--- config.mk ---
export PLATFORM = sky130hd
export DESIGN_NAME = bbm_lane
export DESIGN_NICKNAME = d
export VERILOG_FILES = /design/src/sv/bbm_pkg.sv /design/src/sv/bbm_lane.sv
export SDC_FILE = /design/constraint.sdc
export NUM_CORES = 1
export LEC_CHECK = 0
export CAP_MARGIN = 20
export CORE_MARGIN = 1.5
export CORE_UTILIZATION = 30
export CTS_BUF_LIST = sky130_fd_sc_hd__clkbuf_2 sky130_fd_sc_hd__clkbuf_4 sky130_fd_sc_hd__clkbuf_8
export DETAILED_ROUTE_END_ITERATION = 8
export DONT_BUFFER_PORTS = 1
export SLEW_MARGIN = 25
export SYNTH_ARGS = -nofsm -noshare
export SYNTH_HDL_FRONTEND = slang
export SYNTH_SLANG_ARGS = --single-unit
--- constraint.sdc ---
create_clock -name clk_i -period 2.7 [get_ports clk_i]
set_input_delay 0.405 -clock clk_i [delete_from_list [all_inputs] [get_ports clk_i]]
set_output_delay 0.405 -clock clk_i [all_outputs]
set_load 0.05 [all_outputs]
--- src/sv/bbm_pkg.sv ---
// Shared types and constants for the box blur block.
// Transaction payload structs, register indexes and lane control.
// No dependencies.
`timescale 1ns / 1ps

package bbm_pkg;

  // Register indexes on the configuration port
  localparam logic [1:0] REG_WIDTH  = 2'd0;
  localparam logic [1:0] REG_HEIGHT = 2'd1;
  localparam logic [1:0] REG_RADIUS = 2'd2;

  localparam logic [10:0] RST_WIDTH  = 11'd640;
  localparam logic [10:0] RST_HEIGHT = 11'd480;
  localparam logic [2:0]  RST_RADIUS = 3'd5;

  typedef struct packed {
    logic       is_pixel;
    logic [7:0] chan_blue;
    logic [7:0] chan_green;
    logic [7:0] chan_red;
  } in_t;

  typedef struct packed {
    logic [7:0] blur_blue;
    logic [7:0] blur_green;
    logic [7:0] blur_red;
    logic [9:0] out_row;
    logic [9:0] out_col;
    logic       frame_done;
  } out_t;

  // Controls sent from the sequencer to every channel lane
  typedef struct packed {
    logic clr;
    logic add;
    logic start;
  } lane_ctl_t;

endpackage

--- src/sv/bbm_lane.sv ---
// One channel lane: accumulates window samples, then divides by the count.
// Restoring divider, one quotient bit per cycle. Uses bbm_pkg.
`timescale 1ns / 1ps

module bbm_lane #(
  parameter int SUM_W = 16,
  parameter int CNT_W = 8
) (
  input  logic               clk_i,
  input  logic               rst_ni,
  input  bbm_pkg::lane_ctl_t ctl_i,
  input  logic [7:0]         sample_i,
  input  logic [CNT_W-1:0]   count_i,
  output logic               busy_o,
  output logic [7:0]         mean_o
);

  localparam int IW = $clog2(SUM_W + 1);

  logic [SUM_W-1:0] acc_q, acc_d;
  logic [SUM_W-1:0] quo_q, quo_d;
  logic [CNT_W-1:0] rem_q, rem_d;
  logic [IW-1:0]    iter_q, iter_d;
  logic             busy_q, busy_d;
  logic [CNT_W:0]   rem_sh;

  assign rem_sh = {rem_q, quo_q[SUM_W-1]};

  // Accumulate, then shift-subtract division
  always_comb begin
    acc_d  = acc_q;
    quo_d  = quo_q;
    rem_d  = rem_q;
    iter_d = iter_q;
    busy_d = busy_q;
    if (ctl_i.clr) begin
      acc_d = '0;
    end else if (ctl_i.add) begin
      acc_d = acc_q + SUM_W'(sample_i);
    end
    if (ctl_i.start) begin
      quo_d  = acc_q;
      rem_d  = '0;
      iter_d = IW'(SUM_W);
      busy_d = 1'b1;
    end else if (busy_q) begin
      if (rem_sh >= {1'b0, count_i}) begin
        rem_d = CNT_W'(rem_sh - {1'b0, count_i});
        quo_d = {quo_q[SUM_W-2:0], 1'b1};
      end else begin
        rem_d = rem_sh[CNT_W-1:0];
        quo_d = {quo_q[SUM_W-2:0], 1'b0};
      end
      iter_d = iter_q - IW'(1);
      if (iter_q == IW'(1)) begin
        busy_d = 1'b0;
      end
    end
  end

  always_ff @(posedge clk_i or negedge rst_ni) begin
    if (!rst_ni) begin
      busy_q <= 1'b0;
      iter_q <= '0;
    end else begin
      busy_q <= busy_d;
      iter_q <= iter_d;
    end
  end

  always_ff @(posedge clk_i) begin
    acc_q <= acc_d;
    quo_q <= quo_d;
    rem_q <= rem_d;
  end

  assign busy_o = busy_q;
  assign mean_o = quo_q[7:0];

endmodule

Word-level counts from Yosys, hierarchy flattened
Cells that the tools add are included.
{"block": "word_totals", "register_bits": 46, "output_inout_bits": 9}
{"block": "op_classes", "addsub": 3, "magnitude_cmp": 1, "n_eq_ne": 1, "n_mux": 9, "reduce_logical": 1}
{"cell": "2-to-1 mux 16 bit", "count": 2}
{"cell": "adder 16 x 8 -> 16 bit", "count": 1}
{"cell": "2-to-1 mux 5 bit", "count": 2}
{"cell": "greater-or-equal comparator 9 x 8 -> 1 bit", "count": 1}
{"cell": "2-to-1 mux 8 bit", "count": 1}
{"cell": "subtractor 8 bit", "count": 1}
{"cell": "equality test 5 x 1 -> 1 bit, second input constant", "count": 1}
{"cell": "subtractor 5 x 1 -> 5 bit, second input constant", "count": 1}
{"cell": "2-to-1 mux 1 bit", "count": 4}
{"cell": "nonzero test 2 bit", "count": 1}

Depth between registers and ports, before layout
Gate-level depths: netlist (run 1).
{"block": "depth", "ltp_word": 4, "depth_mapped": 9, "mapped_depth_nobuf": 8}

Least setup slack after synthesis (run 1)
Ideal clock, no wire load.
{"block": "synth_timing", "path_type": "input -> register", "from": "input port count_i[4]", "to": "register rem_q[3]", "setup_time_ns": 0.091, "arrival_ns": 2.092, "required_time_ns": 2.609, "path_slack_ns": 0.517, "path_stages": 9, "n_path_buf": 2, "path_cell_list": "inv_1 -> ha_1 -> buf_4 -> a21oi_1 -> and2_2 -> and4_4 -> buf_6 -> or4_1 -> a311oi_1"}
{"block": "synth_via", "elab_chain_len": 2}
{"element": "start: declaration", "line": "bbm_lane.sv:13", "source": "input logic [CNT_W-1:0] count_i,"}
{"element": "greater-or-equal comparator 9 x 8 -> 1 bit", "line": "bbm_lane.sv:47", "source": "if (rem_sh >= {1'b0, count_i}) begin"}
{"element": "2-to-1 mux 8 bit", "line": "bbm_lane.sv:47"}
{"element": "end signal: assignment", "line": "bbm_lane.sv:74", "source": "rem_q <= rem_d;"}
{"element": "end: declaration", "line": "bbm_lane.sv:22", "source": "logic [CNT_W-1:0] rem_q, rem_d;"}
No other way between the ends.
A chain may end at the register's enable or synchronous reset.

Final worst setup path (run 1)
{"block": "layout_timing", "from": "register rem_q[3]", "to": "register rem_q[3]"}
{"block": "layout_via", "elab_chain_len": 2}
{"element": "greater-or-equal comparator 9 x 8 -> 1 bit", "line": "bbm_lane.sv:47"}
{"element": "2-to-1 mux 8 bit", "line": "bbm_lane.sv:47"}
No other way between the ends.

==> results of run 1 <==
## per-stage QoR
stage / cell area (µm²) / hold WS (ns) / worst slack (ns)
CTS: 3030 / 0.157 / 0.487
finish: 3030 / 0.178 / 0.479
global placement: 2900 / 0.110 / 0.473
floorplan: 2860 / 0.109 / 0.517
global route: 3030 / 0.152 / 0.323
detailed placement: 2900 / 0.110 / 0.405
## cell families after synthesis
group	synth area share
muxes	0.0809
adders and majority gates	0.0927
AOI/OAI and AO/OA	0.152
and+or+nand+nor	0.182
buffers and inverters	0.0708
xor gates and xnor gates	0.0337
DFF	0.388
## cells in the mapped netlist, types with 7 or more instances
library cell | number | area share
ha_1 | 18 | 0.079
inv_1 | 16 | 0.021
edfxtp_1 | 16 | 0.17
nor2_1 | 27 | 0.035
a21oi_1 | 11 | 0.019
buf_4 | 9 | 0.024
xnor2_1 | 8 | 0.024
o21ai_0 | 13 | 0.023
dfxtp_1 | 24 | 0.17
nand2_1 | 16 | 0.021
a311oi_1 | 7 | 0.021
mux2_2 | 15 | 0.059
## layer usage
metal,track usage,vias to the layer above,share of wire
li1,-,1057,-
met1,0.171,960,0.49
met2,0.192,48,0.44
met3,0.0326,8,0.057
met4,0.0433,0,0.017
met5,0,-,0
## what timing repair did
action                    4_1_cts  5_1_grt
buffers inserted                0        0
hold endpoints to repair        6        0
hold buffers                    1        0
## worst max-delay path: stages, from the launching register on
cell,delay (ns)
dfxtp_1,0.34
ha_1,0.44
a21oi_1,0.12
and2_2,0.23
and4_4,0.19
or4_1,0.53
a311oi_1,0.28
## how the worst max path moves through the flow
stage	cells past startpoint	start	slack (ns)	end
CTS	6	rem_q[3]	0.49	rem_q[3]
detailed placement	7	count_i[4]	0.40	rem_q[3]
global placement	7	count_i[4]	0.47	rem_q[3]
floorplan	9	count_i[4]	0.52	rem_q[3]
global route	6	rem_q[3]	0.32	rem_q[3]
finish	6	rem_q[3]	0.48	rem_q[3]
## registers in the layout, indices dropped and copies added (netlist names)
register,flops
quo_q,16
iter_q,5
acc_q,16
busy_o,1
rem_q,8
## final cells by class
cell class,instances,area (µm²)
fill,934,6210
clock buffer,6,76.3
inverter,16,60.1
tap,129,161
sequential,46,1110
timing repair buffer,4,32.5
clock inverter,2,37.5
multi-input combinational,211,1550
## power by group through the flow
stage,combinational (µW),clock (µW),sequential (µW)
global route,648,567,1050
finish,569,520,1030
CTS,570,537,1030
global placement,553,0,1050
floorplan,635,0,909
detailed placement,561,0,1050
==> results by group, run 1 <==
Floorplanning
  • Initial core utilization: 0.310
  • Num ports: 30
  • Height of the die: 101 µm
  • Site Rows: 35
  • Core area: 9240 µm²
  • Die Area: 10,100 µm²
  • Die Width: 101 µm

Placed design
  • RePlAce Congestion: 0.880
  • PortBufs: 0
  • DP HPWL: 4420 µm
  • DP Cell Count: 405

Synthesis
  • Syn Area/Cell: 9.80 µm²
  • Register area share after synthesis: 0.388
  • Post-synthesis net count: 333
  • Ys Warns: 0
  • Synth cell types: 58
  • Synth Flop Type: dfxtp_1
  • Flops & latches, synth: 46
  • Post-synth EDFFs: 16
  • Post-Syn Area: 2860 µm²
  • Async set-reset flop share out of synthesis: 0.130
  • Post-synthesis cell count: 292

CTS
  • Post-CTS sizing: 0
  • Latest clock arrival within the worst-skew pair: 0.29 ns
  • CTS tree: yes
  • H-tree depth: 2
  • Num CTS Buffers: 5
  • Clock transition at the registers of the reported paths: 0.09 ns
  • Clock tree buffer depth: 2
  • CTS Sinks: 46
  • CTS root buf: clkbuf_8

Worst setup path
  • R2R Setup Slk: 0.48 ns
  • WP data arrival: 2.42 ns
  • Peak fanout along the critical path: 9
  • WS Path Type: flip-flop to flip-flop
  • Worst R2R Path Depth: 6
  • Crit path launch type: flip-flop
  • Reg2reg end: rem_q[3]
  • Required time of the critical path: 2.90 ns
  • Worst r2r src: rem_q[3]
  • Crit. End Element: flip-flop

Min path
  • Hold Path Class: primary input to flip-flop
  • Hold Startpoint: ctl_i[2]
  • Worst hold stages: 1
  • Hold endpoint: acc_q[9]

Detailed routing
  • Routed vias: 2,073
  • Drt first pass iters: 4
  • Post-route ant nets: 0
  • # DRC: 0
  • Initial DRC count: 174
  • Via density per instance: 5.01
  • Routed WL: 5910 µm
  • Routed len/inst: 14.3 µm

Pwr
  • Combinational share of power: 0.268
  • Pwr/cell area: 700 nW/µm²
  • Leak Pwr: 0.00121 µW
  • VDD IR-drop max: 0.000253 V
  • Pwr Total: 2120 µW
  • Int Pwr: 1390 µW
  • Sequential power share: 0.486
  • P_sw: 731 µW
  • Clock power share: 0.245
  • Switching share of power: 0.345

Cells and area
  • Post-Layout Cell Count: 414
  • Core Util, Final: 0.328
  • Share of layout cells above drive strength 1: 0.119
  • Synthesis-to-layout area growth: 5.77%
  • Commonest non-fill, non-tap cell in the layout: nor2_1
  • Total Nets Final: 325
  • Most frequent cells in the layout: nor2_1 (27), dfxtp_1 (24), ha_1 (18)
  • N_diodes: 0

Global route
  • Initial antenna violation count: 0
  • Grt total ovfl: 0
  • Vias in the first global route: 1,998
  • Largest net degree at the start of global routing: 31
  • Total global-route track usage: 0.126
  • First-pass GRT wire length: 10,100 µm

Timing
  • Least-Margin Pin Slew: 0.613 ns
  • Max transition margin: 0.591
  • Tcrit/Tclk final: 0.823
  • Hold Fails Final Rpt: 0
  • RSZ-0062 raised after global routing: no
  • Fmax: 0.450 GHz
  • Setup violators final: 0
  • Fin. max-slew vios: 0
  • Min cycle time layout: 2.22 ns
  • Final setup TNS: 0 ns
  • Worst Skew: 0.00571 ns

Run status
  • Outcome: finished clean

Job
  • Max Cap Viol: 0
Note: power is estimated with default switching activity, not from simulation.
==> inputs of run 2 (changes only) <==
ABC_AREA = 1   (was unset)
clock period = 2.31 ns   (was 2.7 ns; I/O delays follow)
==> results by group, run 2 <==
Synthesis
  • Most common cell in the netlist: nand2_1
  • Compound-Gate Fraction of Synth Area: 0.0936 (-0.0581)
  • Synth cell types: 34 (-41%)
  • Area leader, netlist: dfxtp_1
  • Ys Warns: 0 (unchanged)
  • Synth Area in XOR/XNOR: 0.0180 (-0.0156)
  • Synth Flop Type: dfxtp_1
  • Adder-cell share of the synthesized area: 0.0911 (-0.00163)
  • Register area share after synthesis: 0.381 (-0.00684)
  • Commonest cells post-synth: nand2_1 (108), inv_1 (60), nand3_1 (38), nor2_1 (34), dfxtp_1 (24)
  • Flops & latches, synth: 46 (unchanged)
  • Top post-synthesis cells by area: dfxtp_1 (16%), edfxtp_1 (16%), nand2_1 (14%)
  • Post-synthesis net count: 441 (+32%)
  • Main combinational cell family by area after synthesis: simple AND/OR/NAND/NOR gates
  • Post-synthesis mux area share: 0 (-0.0809)
  • Post-synth EDFFs: 16 (unchanged)
  • Post-synthesis simple-gate area fraction: 0.306 (+0.124)
  • Syn Area/Cell: 7.28 µm² (-26%)
  • Async set-reset flop share out of synthesis: 0.130 (unchanged)
  • Synth top area share: 0.165 (-0.00296)
  • Post-Syn Area: 2910 µm² (+1.8%)
  • Post-synthesis cell count: 400 (+37%)

Timing
  • Hold Fails Final Rpt: 0 (unchanged)
  • RSZ-0062 raised after global routing: no
  • Max transition margin: 0.560 (-0.0307)
  • Tcrit/Tclk final: 0.754 (-0.0689)
  • Post-route setup slack: 0.569 ns (+0.0899 ns)
  • Least-Margin Pin Slew: 0.659 ns (+0.0461 ns)
  • Fin. max-slew vios: 0 (unchanged)
  • Final setup TNS: 0 ns (unchanged)
  • Fmax: 0.574 GHz (+28%)
  • Setup violators final: 0 (unchanged)
  • Min cycle time layout: 1.74 ns (-0.480 ns)
  • Worst Skew: 0.0109 ns (+0.00516 ns)

Worst setup path
  • WP buf/inv: 1 (+1)
  • CP max stage cell: fa_1
  • Crit path launch type: flip-flop
  • Required time of the critical path: 2.51 ns (-0.39 ns)
  • Peak fanout along the critical path: 3 (-6)
  • Critical-path cell list: ha_1, fa_1, nand2_1, nand2_1, nand2_1, nor2_1, nor2_1, nor2_1, nand3b_1, nand2_1, inv_1
  • Cell family with most CP delay: simple AND/OR/NAND/NOR gates
  • Cell mode on critical path: nand2_1
  • WS Path Type: flip-flop to flip-flop
  • Crit. End Element: flip-flop
  • Max incr delay on CP: 0.40 ns (-0.13 ns)
  • WP data arrival: 1.95 ns (-0.47 ns)

CTS
  • CTS Sinks: 46 (unchanged)
  • CTS root buf: clkbuf_8
  • CTS tree: yes
  • Latest clock arrival within the worst-skew pair: 0.30 ns (about the same)
  • Clock tree buffer depth: 2 (unchanged)
  • H-tree depth: 2 (unchanged)
  • Clock transition at the registers of the reported paths: 0.09 ns (about the same)
  • Num CTS Buffers: 5 (unchanged)
  • Post-CTS sizing: 0 (unchanged)
  • Post-CTS Setup Repair Bufs: 0 (unchanged)

Detailed routing
  • # DRC: 0 (unchanged)
  • Initial DRC count: 175 (+0.57%)
  • Routed WL: 6180 µm (+4.6%)
  • Routed vias: 2,380 (+15%)
  • Drt first pass iters: 4 (unchanged)
  • Post-route ant nets: 0 (unchanged)
  • Via density per instance: 4.53 (-9.5%)
  • Routed len/inst: 11.8 µm (-18%)

Placed design
  • PortBufs: 0 (unchanged)
  • RePlAce Congestion: 0.870 (-1.1%)
  • DP Cell Count: 516 (+27%)
  • DP HPWL: 4750 µm (+7.6%)
  • Dpl ws: 0.553 ns (+0.148 ns)

Global route
  • Vias in the first global route: 2,343 (+17%)
  • Grt total ovfl: 0 (unchanged)
  • Largest net degree at the start of global routing: 21 (-32%)
  • Total global-route track usage: 0.131 (+0.00544)
  • Initial antenna violation count: 0 (unchanged)
  • First-pass GRT wire length: 10,800 µm (+7.2%)

Run status
  • Outcome: finished clean

Cells and area
  • N_diodes: 0 (unchanged)
  • Top flop regs: acc_q (16), quo_q (16), rem_q (8)
  • Most frequent cells in the layout: nand2_1 (108), inv_1 (60), nand3_1 (38), nor2_1 (34), dfxtp_1 (24)
  • Commonest non-fill, non-tap cell in the layout: nand2_1
  • Share of layout cells above drive strength 1: 0.0606 (-0.0587)
  • Total Nets Final: 436 (+34%)
  • Post-Layout Cell Count: 525 (+27%)
  • Synthesis-to-layout area growth: 6.19%
  • Core Util, Final: 0.332 (+0.00403)

Pwr
  • Leak Pwr: 0.00150 µW (+24%)
  • VDD IR-drop max: 0.000227 V (-10%)
  • Pwr/cell area: 816 nW/µm² (+17%)

Job
  • Max Cap Viol: 0 (unchanged)

Floorplanning
  • Num ports: 30 (unchanged)
  • Die Area: 10,300 µm² (+1.7%)
  • Site Rows: 35 (unchanged)
  • Die Width: 102 µm (+0.86%)
  • Core area: 9330 µm² (+0.95%)
  • Initial core utilization: 0.312 (+0.00259)
  • Height of the die: 102 µm (+0.86%)

Min path
  • Hold Path Class: primary input to flip-flop
[run 2: changes by cell type after synthesis, moves of 6 or more]
cell / previous run / this run
nand2_1: 16 / 108
inv_1: 16 / 60
nand3_1: 6 / 38
mux2_2: 15 / 0
a21oi_1: 11 / 19
o21ai_0: 13 / 21
a311oi_1: 7 / 0
nor2_1: 27 / 34
or3_1: 6 / 0
[run 2: cells by family (layout without fill, tap and decap cells)]
| family | after synthesis | in the layout |
|---|---|---|
| AO/OA/AOI/OAI | 49 | 49 |
| buffers and inverters | 76 | 72 |
| adder cells (fa/ha/maj) | 20 | 20 |
| XOR/XNOR | 6 | 6 |
| flip-flops | 46 | 46 |
| AND/OR/NAND/NOR | 203 | 203 |
[run 2: report_power, final]
part | switching, µW | total, µW | leakage, µW | internal (µW)
logic | 532 | 866 | 0.00100 | 334
clock network | 260 | 481 | 0.0000460 | 220
registers | 202 | 1180 | 0.000456 | 976
total | 994 | 2530 | 0.00150 | 1530
[run 2: final cells by class]
class	instances	area, µm²
clock buffers	6	76.3
clock inverters	2	8.76
fillers	1006	6230
inverters	61	229
multi-input cells	278	1480
flip-flops and latches	46	1110
well taps	129	161
repair buffers	3	25.0
[run 2: timing repair]
item                                    in CTS  in global routing
endpoints found under the hold margin        6                  0
endpoints found under the setup margin       0                  0
hold buffers                                 1                  0
[run 2: worst paths after layout]
check / from / endpoint / slack, ns / depth (start not counted)
max: acc_q[0] / acc_q[6] / 0.57 / 11
min: ctl_i[0] / iter_q[4] / 0.17 / 2
max reg2reg: acc_q[0] / acc_q[6] / 0.57 / 11
min reg2reg: rem_q[7] / rem_q[7] / 0.48 / 2
max in group asynchronous: rst_ni / iter_q[0] / 1.72 / 1
min in group asynchronous: rst_ni / iter_q[2] / 0.37 / 1
[run 2: per-stage QoR]
stage / hold slack, ns / area [µm²] / total power (µW)
final: 0.174 / 3090 / 2530
after global routing: 0.176 / 3090 / 2740
after CTS: 0.168 / 3090 / 2550
after detailed placement: 0.0511 / 3000 / 2060
after global placement: 0.0511 / 3000 / 2040
after floorplan: 0.0509 / 2910 / 1920
[run 2: routing by layer]
metal,global-route usage,up-vias,routed length (µm)
met5,0,-,0
met4,0.0331,0,54
met3,0.0276,6,259
met2,0.224,41,2800
met1,0.168,1070,3070
li1,-,1263,-
==> inputs of run 3 (changes only) <==
ABC_AREA = 0   (was 1)
clock period = 1.79 ns   (was 2.31 ns; I/O delays follow)
==> results by group, run 3 (synthesized netlist as in run 1, its figures left out) <==
Timing
  • Max transition margin: 0.740 (+0.180)
  • Fin. max-slew vios: 0 (unchanged)
  • Fmax: 0.535 GHz (-6.8%)
  • Min cycle time layout: 1.87 ns (+0.128 ns)
  • Post-route setup slack: -0.0789 ns (-0.648 ns)
  • Least-Margin Pin Slew: 0.388 ns (-0.271 ns)
  • Worst Skew: 0.00882 ns (-0.00205 ns)
  • Hold Fails Final Rpt: 0 (unchanged)
  • RSZ-0062 raised after global routing: yes
  • Setup violators final: 7 (+7)
  • Tcrit/Tclk final: 1.04 (+0.290)

Placed design
  • Dpl ws: -0.135 ns (-0.688 ns)
  • DP HPWL: 4710 µm (-0.88%)
  • PortBufs: 0 (unchanged)
  • Area of placed instances: 3320 µm² (+11%)
  • DP Cell Count: 444 (-14%)
  • RePlAce Congestion: 0.836 (-3.9%)

Cells and area
  • # fillers: 899 (-11%)
  • Most frequent cells in the layout: buf_4 (49), nor2_1 (27), edfxtp_1 (16)
  • Design Area, Final: 3840 µm² (+24%)
  • Top flop regs: acc_q (16), quo_q (16), rem_q (8)
  • Core Util, Final: 0.416 (+0.0840)
  • Post-Layout Cell Count: 467 (-11%)
  • Share of layout cells above drive strength 1: 0.429 (+0.368)
  • Total Nets Final: 378 (-13%)
  • Synthesis-to-layout area growth: 34.2%
  • N_diodes: 0 (unchanged)
  • Commonest non-fill, non-tap cell in the layout: buf_4

Global route
  • Largest net degree at the start of global routing: 31 (+48%)
  • Total global-route track usage: 0.138 (+0.00691)
  • Vias in the first global route: 2,407 (+2.7%)
  • First-pass GRT wire length: 11,200 µm (+3.2%)
  • Grt total ovfl: 0 (unchanged)
  • Initial antenna violation count: 0 (unchanged)

Floorplanning
  • Initial core utilization: 0.310 (-0.00259)
  • Site Rows: 35 (unchanged)
  • Die Width: 101 µm (-0.86%)
  • Core area: 9240 µm² (-0.94%)
  • Die Area: 10,100 µm² (-1.7%)
  • Height of the die: 101 µm (-0.86%)
  • Num ports: 30 (unchanged)

CTS
  • Latest clock arrival within the worst-skew pair: 0.30 ns (about the same)
  • CTS root buf: clkbuf_8
  • H-tree depth: 2 (unchanged)
  • CTS Sinks: 46 (unchanged)
  • CTS tree: yes
  • Num CTS Buffers: 5 (unchanged)
  • Clock tree buffer depth: 2 (unchanged)
  • Clock transition at the registers of the reported paths: 0.10 ns (about the same)

Run status
  • Outcome: complete, but fails checks
  • Failing checks: setup timing

Detailed routing
  • Routed WL: 6990 µm (+13%)
  • Routed len/inst: 15.0 µm (+27%)
  • Routed vias: 2,387 (+0.29%)
  • # DRC: 0 (unchanged)
  • Initial DRC count: 92 (-47%)
  • Drt first pass iters: 4 (unchanged)
  • Via density per instance: 5.11 (+13%)
  • Post-route ant nets: 0 (unchanged)

Worst setup path
  • Required time of the critical path: 2.02 ns (-0.49 ns)
  • CP max stage cell: edfxtp_1
  • WS Path Type: flip-flop to flip-flop
  • Max incr delay on CP: 0.36 ns (-0.04 ns)
  • WP data arrival: 2.10 ns (+0.15 ns)
  • Critical-path cell list: inv_2, ha_4, fa_2, nand4b_1, a31oi_1, or3_1, nand4_1, o211ai_1
  • Crit. End Element: flip-flop
  • Peak fanout along the critical path: 3 (unchanged)
  • Crit path launch type: flip-flop

Pwr
  • Leak Pwr: 0.00153 µW (+1.7%)
  • Pwr/cell area: 995 nW/µm² (+22%)
  • VDD IR-drop max: 0.000507 V (+120%)

Min path
  • Hold Path Class: primary input to flip-flop

Job
  • Max Cap Viol: 0 (unchanged)
## run 3: layout make-up
cell class	instances	area, µm²	area share
Timing Repair Buffer	56	452	0.118
Multi-Input combinational cell	212	1930	0.502
Sequential cell	46	1130	0.294
Tap cell	129	161	0.0420
Clock inverter	3	43.8	0.0114
Inverter	16	60.1	0.0156
Clock buffer	5	68.8	0.0179
## run 3: metal layers
metal	share of wire	vias to the layer above	track usage
met5	0	-	0
met4	0.0066	0	0.0455
met3	0.043	4	0.0291
met2	0.51	58	0.242
met1	0.44	1161	0.168
li1	-	1164	-
## run 3: worst paths after layout
| path | startpoint | endpoint | slack, ns | depth (start not counted) |
|---|---|---|---|---|
| worst max-delay path | quo_q[15] | rem_q[6] | -0.08 | 8 |
| worst min-delay path | ctl_i[0] | iter_q[3] | 0.02 | 1 |
| worst max register to register | quo_q[15] | rem_q[6] | -0.08 | 8 |
| worst min register to register | acc_q[14] | acc_q[14] | 0.51 | 2 |
| max in group asynchronous | rst_ni | busy_o | 1.31 | 1 |
| min in group asynchronous | rst_ni | iter_q[2] | 0.26 | 1 |
## run 3: repair_timing
action | 4_1_cts | 5_1_grt
cloned | 1 | 0
hold endpoints to repair | 6 | 4
endpoints found under the setup margin | 17 | 19
pin swaps | 15 | 25
setup buffers | 8 | 3
hold buffers | 1 | 2
gates resized for setup | 19 | 42
## run 3: report_power, final
group,internal (µW),switching [µW]
clock network,417,379
registers,1270,131
logic,810,814
## run 3: metrics by stage
step / total power, µW / TNS (ns) / hold slack, ns
after global routing: 4040 / -1.42 / 0.00144
after CTS: 3710 / -0.262 / 0.00492
after floorplan: 2420 / -0.0608 / -0.0271
final: 3820 / -0.279 / 0.0169
after global placement: 2720 / -0.320 / -0.0269
after detailed placement: 2750 / -0.641 / -0.0269
## run 3: worst max-delay path: cells and delay by family (launching register included)
| family | cells | cell delay (ns) |
|---|---|---|
| buf+inv | 1 | 0.06 |
| compound gates | 2 | 0.40 |
| simple gates | 3 | 0.47 |
| flops | 1 | 0.36 |
| fa+ha+maj | 2 | 0.51 |
